`src/b64lw_pkg.sv`:
```
// ----------------------------------------------------------------------------
// b64lw_pkg
// Shared types, constants and the symbol lookup for the line-wrapped
// base64 encoder.
// ----------------------------------------------------------------------------
package b64lw_pkg;

    localparam int JOB_MAX   = 8;
    localparam int IDX_W     = $clog2(JOB_MAX);
    localparam int Q_DEPTH   = 2;
    localparam int Q_PTR_W   = $clog2(Q_DEPTH);
    localparam int Q_CNT_W   = $clog2(Q_DEPTH + 1);

    localparam logic [7:0] CHAR_CR  = 8'h0D;
    localparam logic [7:0] CHAR_LF  = 8'h0A;
    localparam logic [7:0] CHAR_PAD = 8'h3D;
    localparam logic [7:0] LINE_LENGTH_RESET = 8'd76;

    // One request for the back end: the characters it must emit, in order.
    typedef struct packed {
        logic [JOB_MAX-1:0][7:0] chars;
        logic [IDX_W-1:0]        last_idx;
        logic                    fin;
    } job_t;

    typedef struct packed {
        logic                 valid;
        logic                 full;
        logic [Q_CNT_W-1:0]   count;
    } q_status_t;

    function automatic logic [7:0] b64_sym(input logic [5:0] six);
        logic [7:0] s;
        s = {2'b00, six};
        if (six < 6'd26)
            return 8'h41 + s;
        else if (six < 6'd52)
            return 8'h61 + s - 8'd26;
        else if (six < 6'd62)
            return 8'h30 + s - 8'd52;
        else if (six == 6'd62)
            return 8'h2B;
        else
            return 8'h2F;
    endfunction

endpackage

```
`src/base64_line_wrapped_encoder.sv`:
```
// ----------------------------------------------------------------------------
// base64_line_wrapped_encoder
// Base64 encoder with CR LF line wrapping, one raw byte per request.
// ----------------------------------------------------------------------------
// A byte that completes or ends a group sends its request through the queue
// to the output register; other bytes produce no output.
// Throughput: one byte per cycle while the two-entry request queue has room;
// output is one character per cycle from the back-end sequencer while pop is high.
// Reset clears the held bytes, the line count and the request queue; line_length
// returns to 76.
module base64_line_wrapped_encoder
    import b64lw_pkg::*;
(
    input  logic       clk,
    input  logic       rst_n,
    input  logic       line_length_we,
    input  logic [7:0] line_length_wdata,
    input  logic       push,
    output logic       full,
    input  logic [7:0] in_byte,
    input  logic       final_byte,
    output logic       empty,
    input  logic       pop,
    output logic [7:0] out_char,
    output logic       run_last,
    output logic       message_end
);

    logic [7:0] line_length_reg;
    logic       enq;
    logic       deq;
    job_t       enq_job;
    job_t       head;
    q_status_t  q_status;

    always_ff @(posedge clk or negedge rst_n)
    begin
        if (!rst_n)
            line_length_reg <= LINE_LENGTH_RESET;
        else if (line_length_we)
            line_length_reg <= line_length_wdata;
    end

    assign full = q_status.full;

    b64lw_front u_front (
        .clk         (clk),
        .rst_n       (rst_n),
        .push        (push),
        .in_byte     (in_byte),
        .final_byte  (final_byte),
        .line_length (line_length_reg),
        .q_full      (q_status.full),
        .enq         (enq),
        .enq_job     (enq_job)
    );

    b64lw_queue u_queue (
        .clk     (clk),
        .rst_n   (rst_n),
        .enq     (enq),
        .enq_job (enq_job),
        .deq     (deq),
        .head    (head),
        .status  (q_status)
    );

    b64lw_back u_back (
        .clk         (clk),
        .rst_n       (rst_n),
        .head        (head),
        .head_valid  (q_status.valid),
        .deq         (deq),
        .pop         (pop),
        .empty       (empty),
        .out_char    (out_char),
        .run_last    (run_last),
        .message_end (message_end)
    );

    // The closing LF of a message is always the last character of its byte.
    assert property (@(posedge clk) disable iff (!rst_n)
        (!empty && message_end) |-> (run_last && out_char == CHAR_LF))
        else $error("message end not on closing LF");

    // The queue count never passes its depth.
    assert property (@(posedge clk) disable iff (!rst_n)
        q_status.count <= Q_CNT_W'(Q_DEPTH))
        else $error("request queue overflow");

    // A waiting character that is not taken stays put.
    assert property (@(posedge clk) disable iff (!rst_n)
        (!empty && !pop) |=> (!empty && $stable(out_char) && $stable(run_last)))
        else $error("output changed while waiting");

endmodule

```
`src/b64lw_front.sv`:
```
// ----------------------------------------------------------------------------
// b64lw_front
// Accepts bytes, collects 3-byte groups, tracks the line count and builds
// one character request per byte that produces output.
// ----------------------------------------------------------------------------
module b64lw_front
    import b64lw_pkg::*;
(
    input  logic       clk,
    input  logic       rst_n,
    input  logic       push,
    input  logic [7:0] in_byte,
    input  logic       final_byte,
    input  logic [7:0] line_length,
    input  logic       q_full,
    output logic       enq,
    output job_t       enq_job
);

    logic [15:0] pend_reg, pend_next;
    logic [1:0]  gc_reg, gc_next;
    logic [7:0]  lc_reg, lc_next;

    logic        accept;
    logic [7:0]  b0, b1;
    logic [8:0]  lc_sum;
    logic        wrap;

    assign accept = push && !q_full;
    assign b0     = pend_reg[15:8];
    assign b1     = pend_reg[7:0];
    assign lc_sum = {1'b0, lc_reg} + 9'd4;
    assign wrap   = (line_length != 8'd0) && (lc_sum >= {1'b0, line_length});

    always_comb
    begin
        pend_next = pend_reg;
        gc_next   = gc_reg;
        lc_next   = lc_reg;
        enq       = 1'b0;
        enq_job   = '0;
        // Positions four to seven always hold CR LF CR LF; the last index
        // decides how many of them go out.
        enq_job.chars[4] = CHAR_CR;
        enq_job.chars[5] = CHAR_LF;
        enq_job.chars[6] = CHAR_CR;
        enq_job.chars[7] = CHAR_LF;
        enq_job.fin      = final_byte;
        enq_job.last_idx = IDX_W'(5);
        if (accept)
        begin
            if (gc_reg >= 2'd2)
            begin
                enq = 1'b1;
                enq_job.chars[0] = b64_sym(b0[7:2]);
                enq_job.chars[1] = b64_sym({b0[1:0], b1[7:4]});
                enq_job.chars[2] = b64_sym({b1[3:0], in_byte[7:6]});
                enq_job.chars[3] = b64_sym(in_byte[5:0]);
                enq_job.last_idx = IDX_W'(3 + (wrap ? 2 : 0) + (final_byte ? 2 : 0));
                lc_next   = wrap ? 8'd0 : lc_sum[7:0];
                pend_next = '0;
                gc_next   = 2'd0;
            end
            else if (!final_byte)
            begin
                if (gc_reg == 2'd0)
                    pend_next = {in_byte, 8'h00};
                else
                    pend_next = {b0, in_byte};
                gc_next = gc_reg + 2'd1;
            end
            else if (gc_reg == 2'd0)
            begin
                enq = 1'b1;
                enq_job.chars[0] = b64_sym(in_byte[7:2]);
                enq_job.chars[1] = b64_sym({in_byte[1:0], 4'b0000});
                enq_job.chars[2] = CHAR_PAD;
                enq_job.chars[3] = CHAR_PAD;
            end
            else
            begin
                enq = 1'b1;
                enq_job.chars[0] = b64_sym(b0[7:2]);
                enq_job.chars[1] = b64_sym({b0[1:0], in_byte[7:4]});
                enq_job.chars[2] = b64_sym({in_byte[3:0], 2'b00});
                enq_job.chars[3] = CHAR_PAD;
            end
            if (final_byte)
            begin
                pend_next = '0;
                gc_next   = 2'd0;
                lc_next   = 8'd0;
            end
        end
    end

    always_ff @(posedge clk or negedge rst_n)
    begin
        if (!rst_n)
        begin
            pend_reg <= '0;
            gc_reg   <= '0;
            lc_reg   <= '0;
        end
        else
        begin
            pend_reg <= pend_next;
            gc_reg   <= gc_next;
            lc_reg   <= lc_next;
        end
    end

endmodule

```
`src/b64lw_queue.sv`:
```
// ----------------------------------------------------------------------------
// b64lw_queue
// Short request queue between the front and back ends.
// ----------------------------------------------------------------------------
module b64lw_queue
    import b64lw_pkg::*;
(
    input  logic      clk,
    input  logic      rst_n,
    input  logic      enq,
    input  job_t      enq_job,
    input  logic      deq,
    output job_t      head,
    output q_status_t status
);

    job_t                mem [Q_DEPTH];
    logic [Q_PTR_W-1:0]  wr_ptr_reg, rd_ptr_reg;
    logic [Q_CNT_W-1:0]  cnt_reg, cnt_next;
    logic                do_enq, do_deq;

    assign status.valid = (cnt_reg != '0);
    assign status.full  = (cnt_reg == Q_CNT_W'(Q_DEPTH));
    assign status.count = cnt_reg;
    assign head         = mem[rd_ptr_reg];

    assign do_enq = enq && !status.full;
    assign do_deq = deq && status.valid;

    always_comb
    begin
        cnt_next = cnt_reg;
        if (do_enq && !do_deq)
            cnt_next = cnt_reg + Q_CNT_W'(1);
        else if (!do_enq && do_deq)
            cnt_next = cnt_reg - Q_CNT_W'(1);
    end

    always_ff @(posedge clk)
    begin
        if (do_enq)
            mem[wr_ptr_reg] <= enq_job;
    end

    always_ff @(posedge clk or negedge rst_n)
    begin
        if (!rst_n)
        begin
            wr_ptr_reg <= '0;
            rd_ptr_reg <= '0;
            cnt_reg    <= '0;
        end
        else
        begin
            if (do_enq)
                wr_ptr_reg <= (wr_ptr_reg == Q_PTR_W'(Q_DEPTH - 1)) ? '0
                                                                    : wr_ptr_reg + Q_PTR_W'(1);
            if (do_deq)
                rd_ptr_reg <= (rd_ptr_reg == Q_PTR_W'(Q_DEPTH - 1)) ? '0
                                                                    : rd_ptr_reg + Q_PTR_W'(1);
            cnt_reg <= cnt_next;
        end
    end

endmodule

```
`src/b64lw_back.sv`:
```
// ----------------------------------------------------------------------------
// b64lw_back
// Walks the head request one character per cycle into the output register while it is free or popped.
// ----------------------------------------------------------------------------
module b64lw_back
    import b64lw_pkg::*;
(
    input  logic       clk,
    input  logic       rst_n,
    input  job_t       head,
    input  logic       head_valid,
    output logic       deq,
    input  logic       pop,
    output logic       empty,
    output logic [7:0] out_char,
    output logic       run_last,
    output logic       message_end
);

    logic [IDX_W-1:0] idx_reg, idx_next;
    logic             out_valid_reg, out_valid_next;
    logic [7:0]       char_reg;
    logic             run_last_reg;
    logic             msg_end_reg;
    logic             load_ok;
    logic             step;
    logic             at_last;

    // The output register takes a new character when it is free or is
    // being emptied in this cycle.
    assign load_ok = !out_valid_reg || pop;
    assign step    = head_valid && load_ok;
    assign at_last = (idx_reg == head.last_idx);
    assign deq     = step && at_last;

    always_comb
    begin
        idx_next       = idx_reg;
        out_valid_next = out_valid_reg;
        if (load_ok)
            out_valid_next = head_valid;
        if (step)
            idx_next = at_last ? '0 : idx_reg + IDX_W'(1);
    end

    always_ff @(posedge clk)
    begin
        if (step)
        begin
            char_reg     <= head.chars[idx_reg];
            run_last_reg <= at_last;
            msg_end_reg  <= at_last && head.fin;
        end
    end

    always_ff @(posedge clk or negedge rst_n)
    begin
        if (!rst_n)
        begin
            idx_reg       <= '0;
            out_valid_reg <= 1'b0;
        end
        else
        begin
            idx_reg       <= idx_next;
            out_valid_reg <= out_valid_next;
        end
    end

    assign empty       = !out_valid_reg;
    assign out_char    = char_reg;
    assign run_last    = run_last_reg;
    assign message_end = msg_end_reg;

endmodule

```
`config.mk`:
```
export PLATFORM = sky130hd
export DESIGN_NAME = base64_line_wrapped_encoder
export DESIGN_NICKNAME = d
export VERILOG_FILES = /design/src/b64lw_pkg.sv /design/src/base64_line_wrapped_encoder.sv /design/src/b64lw_front.sv /design/src/b64lw_queue.sv /design/src/b64lw_back.sv
export SDC_FILE = /design/constraint.sdc
export NUM_CORES = 1
export LEC_CHECK = 0
export ABC_AREA = 1
export BUFFER_PORTS_ARGS = -buffer_cell sky130_fd_sc_hd__buf_2
export CAP_MARGIN = 20
export CORE_MARGIN = 2
export CORE_UTILIZATION = 45
export CTS_BUF_LIST = sky130_fd_sc_hd__clkbuf_16
export DETAILED_ROUTE_END_ITERATION = 16
export HOLD_SLACK_MARGIN = 0.02
export MAX_ROUTING_LAYER = met4
export SKIP_LAST_GASP = 1
export SLEW_MARGIN = 25
export SYNTH_ARGS = -nofsm -noshare
export SYNTH_HDL_FRONTEND = slang
export SYNTH_SLANG_ARGS = --single-unit
```
`constraint.sdc`:
```
create_clock -name clk -period 3.1 [get_ports clk]
set_input_delay 0.31 -clock clk [delete_from_list [all_inputs] [get_ports clk]]
set_output_delay 0.31 -clock clk [all_outputs]
set_load 0.1 [all_outputs]
```
==> flow_results.xml <==
<?xml version="1.0" encoding="UTF-8"?>
<metrics>
  <group name="run_status">
    <metric name="status" unit="">complete, but fails checks</metric>
    <metric name="failed_checks" unit="">DRC</metric>
  </group>
  <group name="cells_and_area">
    <metric name="fillers" unit="">1756</metric>
    <metric name="drive_above_1_share" unit="%">11.04</metric>
    <metric name="area_taken_by_multi_input_logic_gates" unit="sq um">4260</metric>
    <metric name="ff_latch_area" unit="sq um">3407</metric>
    <metric name="finalNetCount" unit="">1178</metric>
    <metric name="largest_register_ff_count" unit="">70</metric>
    <metric name="finish.utilization" unit="%">51.14</metric>
    <metric name="fin_area" unit="sq um">9250</metric>
    <metric name="diodes_inserted" unit="">0</metric>
    <metric name="area_delta_synth_final" unit="%">11.09</metric>
  </group>
  <group name="pwr">
    <metric name="power_leakage" unit="uW">0.004150</metric>
    <metric name="design_power_total" unit="uW">8287</metric>
    <metric name="total_power_divided_by_cell_area" unit="nW/um^2">895.8</metric>
    <metric name="peakVddDrop" unit="mV">0.4180</metric>
  </group>
  <group name="synth">
    <metric name="synth.net_count" unit="">1145</metric>
    <metric name="synth_fa_ha_area_share" unit="%">8.264</metric>
    <metric name="post_synth_and_or_nand_nor_area_fraction" unit="%">25.82</metric>
    <metric name="synth_top_family_by_area" unit="">simple AND/OR/NAND/NOR gates</metric>
    <metric name="synth_area_leader_cell" unit="">edfxtp_1</metric>
    <metric name="synth_area_leaders" unit="">edfxtp_1, dfrtp_1, nand2_1</metric>
    <metric name="synth-edff-count" unit="">80</metric>
    <metric name="asr_flop_ratio_synth" unit="%">33.33</metric>
    <metric name="mappedNetlistArea" unit="sq um">8327</metric>
    <metric name="synth_seq_area_share" unit="%">40.92</metric>
    <metric name="cell_with_the_most_instances_after_synthesis" unit="">nand2_1</metric>
    <metric name="synth_compound_area_share" unit="%">14.43</metric>
    <metric name="xor_xnor_share_of_the_synthesized_area" unit="%">2.209</metric>
    <metric name="ys_ff_latch" unit="">120</metric>
    <metric name="synthTopCellsByCount" unit="">nand2_1, nand3_1, nor2_1</metric>
    <metric name="yosys_warnings" unit="">0</metric>
    <metric name="ys_types" unit="">41</metric>
    <metric name="synth_largest_type_area_fraction" unit="%">28.85</metric>
    <metric name="synth.mux.area_fraction" unit="%">0.2705</metric>
    <metric name="ys.flop_type" unit="">edfxtp_1</metric>
    <metric name="postSynthCellCount" unit="">1068</metric>
    <metric name="syn_area_per_cell" unit="sq um">7.797</metric>
  </group>
  <group name="route">
    <metric name="dr_total_vias" unit="">7550</metric>
    <metric name="detail-route-antenna-nets" unit="">0</metric>
    <metric name="drt_iter0_drc" unit="">731</metric>
    <metric name="remaining_drc_errors" unit="">1</metric>
    <metric name="drt_pass1_iterations" unit="">14</metric>
    <metric name="totalWireLength" unit="um">24410</metric>
    <metric name="wire_per_inst" unit="um">18.17</metric>
    <metric name="detail_route.vias_per_cell" unit="">5.622</metric>
  </group>
  <group name="setup_path">
    <metric name="crit_path_frequent_cell" unit="">nand3_1</metric>
    <metric name="timing.critical_path.arrival" unit="ps">2620</metric>
    <metric name="critical-path-max-stage-delay" unit="ps">640</metric>
    <metric name="startpoint_type" unit="">register</metric>
    <metric name="critical_path.endpoint_type" unit="">register</metric>
    <metric name="timing.critical_path.max_delay_family" unit="">flip-flops</metric>
    <metric name="cp_data_required_time" unit="ps">3230</metric>
    <metric name="buffers_plus_inverters_on_the_worst_setup_path" unit="">0</metric>
    <metric name="critical_path_class" unit="">register to register</metric>
    <metric name="timing.critical_path.cells" unit="">ha_1 &gt; nand3_1 &gt; o21ai_0 &gt; nand3_1 &gt; o211ai_1 &gt; a21oi_1</metric>
    <metric name="timing.critical_path.slowest_stage_cell" unit="">dfrtp_1</metric>
    <metric name="critPathMaxFanout" unit="">11</metric>
  </group>
  <group name="timing">
    <metric name="setup_total_negative_slack" unit="ps">0</metric>
    <metric name="slew-limit-headroom" unit="%">33.44</metric>
    <metric name="max_slew.worst_pin.slew" unit="ps">998.3</metric>
    <metric name="grt_setup_unrepaired" unit="">no</metric>
    <metric name="period_share" unit="%">80.26</metric>
    <metric name="fmax" unit="MHz">401.9</metric>
    <metric name="final_worst_setup_slack" unit="ps">612.1</metric>
    <metric name="setup-violations-final" unit="">0</metric>
    <metric name="final_hold_violating_endpoints" unit="">0</metric>
    <metric name="fin_crit" unit="ps">2488</metric>
    <metric name="finalMaxSlewViolations" unit="">0</metric>
    <metric name="fin_worst_skew" unit="ps">11.72</metric>
  </group>
  <group name="clocking">
    <metric name="tritoncts" unit="">yes</metric>
    <metric name="tritoncts.num_buffers" unit="">17</metric>
    <metric name="cts.path.max_buffers" unit="">2</metric>
    <metric name="cts.reportedPaths.clkPinSlew" unit="ps">60</metric>
    <metric name="clkLatencyLatePin" unit="ps">420</metric>
    <metric name="post-cts-setup-buffers" unit="">0</metric>
    <metric name="h-tree-depth" unit="">4</metric>
    <metric name="cts.sinks" unit="">120</metric>
    <metric name="root_buffer" unit="">clkbuf_16</metric>
  </group>
  <group name="die">
    <metric name="die_w" unit="um">140.0</metric>
    <metric name="die_h" unit="um">140.0</metric>
    <metric name="placement_rows" unit="">49</metric>
    <metric name="die_area" unit="sq um">19610</metric>
    <metric name="coreArea" unit="sq um">18090</metric>
    <metric name="initial_core_utilization" unit="%">46.04</metric>
    <metric name="floorplan.io_pins" unit="">34</metric>
  </group>
  <group name="global_route">
    <metric name="grt_max_degree" unit="">41</metric>
    <metric name="grt.overflow.total" unit="">0</metric>
    <metric name="first_global_vias" unit="">7027</metric>
    <metric name="first_pass_grt_wire_length" unit="um">39040</metric>
    <metric name="antenna_found_initial" unit="">0</metric>
    <metric name="grt_use_total" unit="%">26.22</metric>
  </group>
  <group name="min_path">
    <metric name="min-delay-path-class" unit="">input port to register</metric>
  </group>
  <group name="placed_design">
    <metric name="place_worst_setup_slack" unit="ps">634.0</metric>
    <metric name="place.port_buffers" unit="">33</metric>
    <metric name="place.detailed.hpwl" unit="um">17690</metric>
    <metric name="placed_cell_area" unit="sq um">8677</metric>
    <metric name="gp_congestion" unit="">1.038</metric>
  </group>
  <group name="run">
    <metric name="cap_viol_max_count" unit="">0</metric>
  </group>
</metrics>
==> worst paths after layout <==
path	startpoint	depth (start not counted)	slack [ps]	end
hold / removal	pop	2	100	u_back.out_valid_reg$_DFFE_PN0N_
hold reg to reg	line_length_reg[3]$_DFFE_PN1P_	2	500	line_length_reg[3]$_DFFE_PN1P_
max in group asynchronous	rst_n	2	2250	u_back.idx_reg[0]$_DFFE_PN0P_
min in group asynchronous	rst_n	2	430	u_front.pend_reg[3]$_DFFE_PN0P_
setup reg to reg	u_front.pend_reg[8]$_DFFE_PN0P_	6	610	u_queue.mem[1][14]$_DFFE_PP_
setup / recovery	u_front.pend_reg[8]$_DFFE_PN0P_	6	610	u_queue.mem[1][14]$_DFFE_PP_
==> repair_timing <==
item | CTS | global route
gates resized for setup | 0 | 0
setup endpoints to repair | 0 | 0
endpoints found under the hold margin | 37 | 0
hold buffers | 1 | 0
==> layout by cell type, fill, tap and decap left out, types with 2 or more instances in the layout <==
master,n
o22ai_1,19
xnor2_1,3
edfxtp_1,80
clkinv_4,2
ha_1,55
xor2_1,18
dfstp_2,3
dfrtp_1,37
nand4_1,15
o211ai_1,13
nor2_2,5
clkinv_1,4
a21o_1,3
a21oi_1,62
o21ai_0,96
o21ai_1,4
a31oi_1,11
clkinvlp_4,3
nand3_2,2
nor2_1,101
a21oi_2,2
nor2_4,5
clkbuf_16,18
inv_6,6
buf_4,15
inv_2,15
mux2_2,2
nand3b_1,3
nand2_2,7
nand2_1,243
nand3_1,111
inv_1,102
nor3_1,5
buf_2,32
==> cell type report <==
type	count	area share [%]
clock inverters	14	1.217
well taps	229	3.098
flip-flops and latches	120	36.83
repair buffers	48	3.057
clock buffers	18	4.869
multi-input cells	794	46.06
inverters	120	4.869
==> where the power goes <==
part | internal, uW | leakage (uW) | switching (uW)
sequential | 2240 | 0.00126 | 297
clock | 1090 | 0.000269 | 793
combinational | 1030 | 0.00262 | 2840
total | 4360 | 0.00415 | 3930
==> through the flow <==
stage,cells,hold slack [ps]
after detailed placement,1310,351.9
after CTS,1343,91.70
final,1343,98.83
after global routing,1343,107.7
after global placement,1310,496.2
after floorplan,1068,14.41
==> logic make-up (layout without fill, tap and decap cells) <==
kind of cell / after synthesis / count (layout)
and+or+nand+nor: 500 / 500
DFF: 120 / 120
buffers and inverters: 154 / 200
AOI/OAI and AO/OA: 216 / 216
muxes: 2 / 2
adders and majority gates: 55 / 55
xor gates and xnor gates: 21 / 21
==> layer usage <==
metal	global-route usage [%]	up-vias	wire, um
met3	3.932	41	1638
met5	-	-	0
met1	35.70	3494	10970
met2	40.68	330	11310
li1	-	3685	-
met4	8.293	0	493
Power figures use the tool's default switching activity.
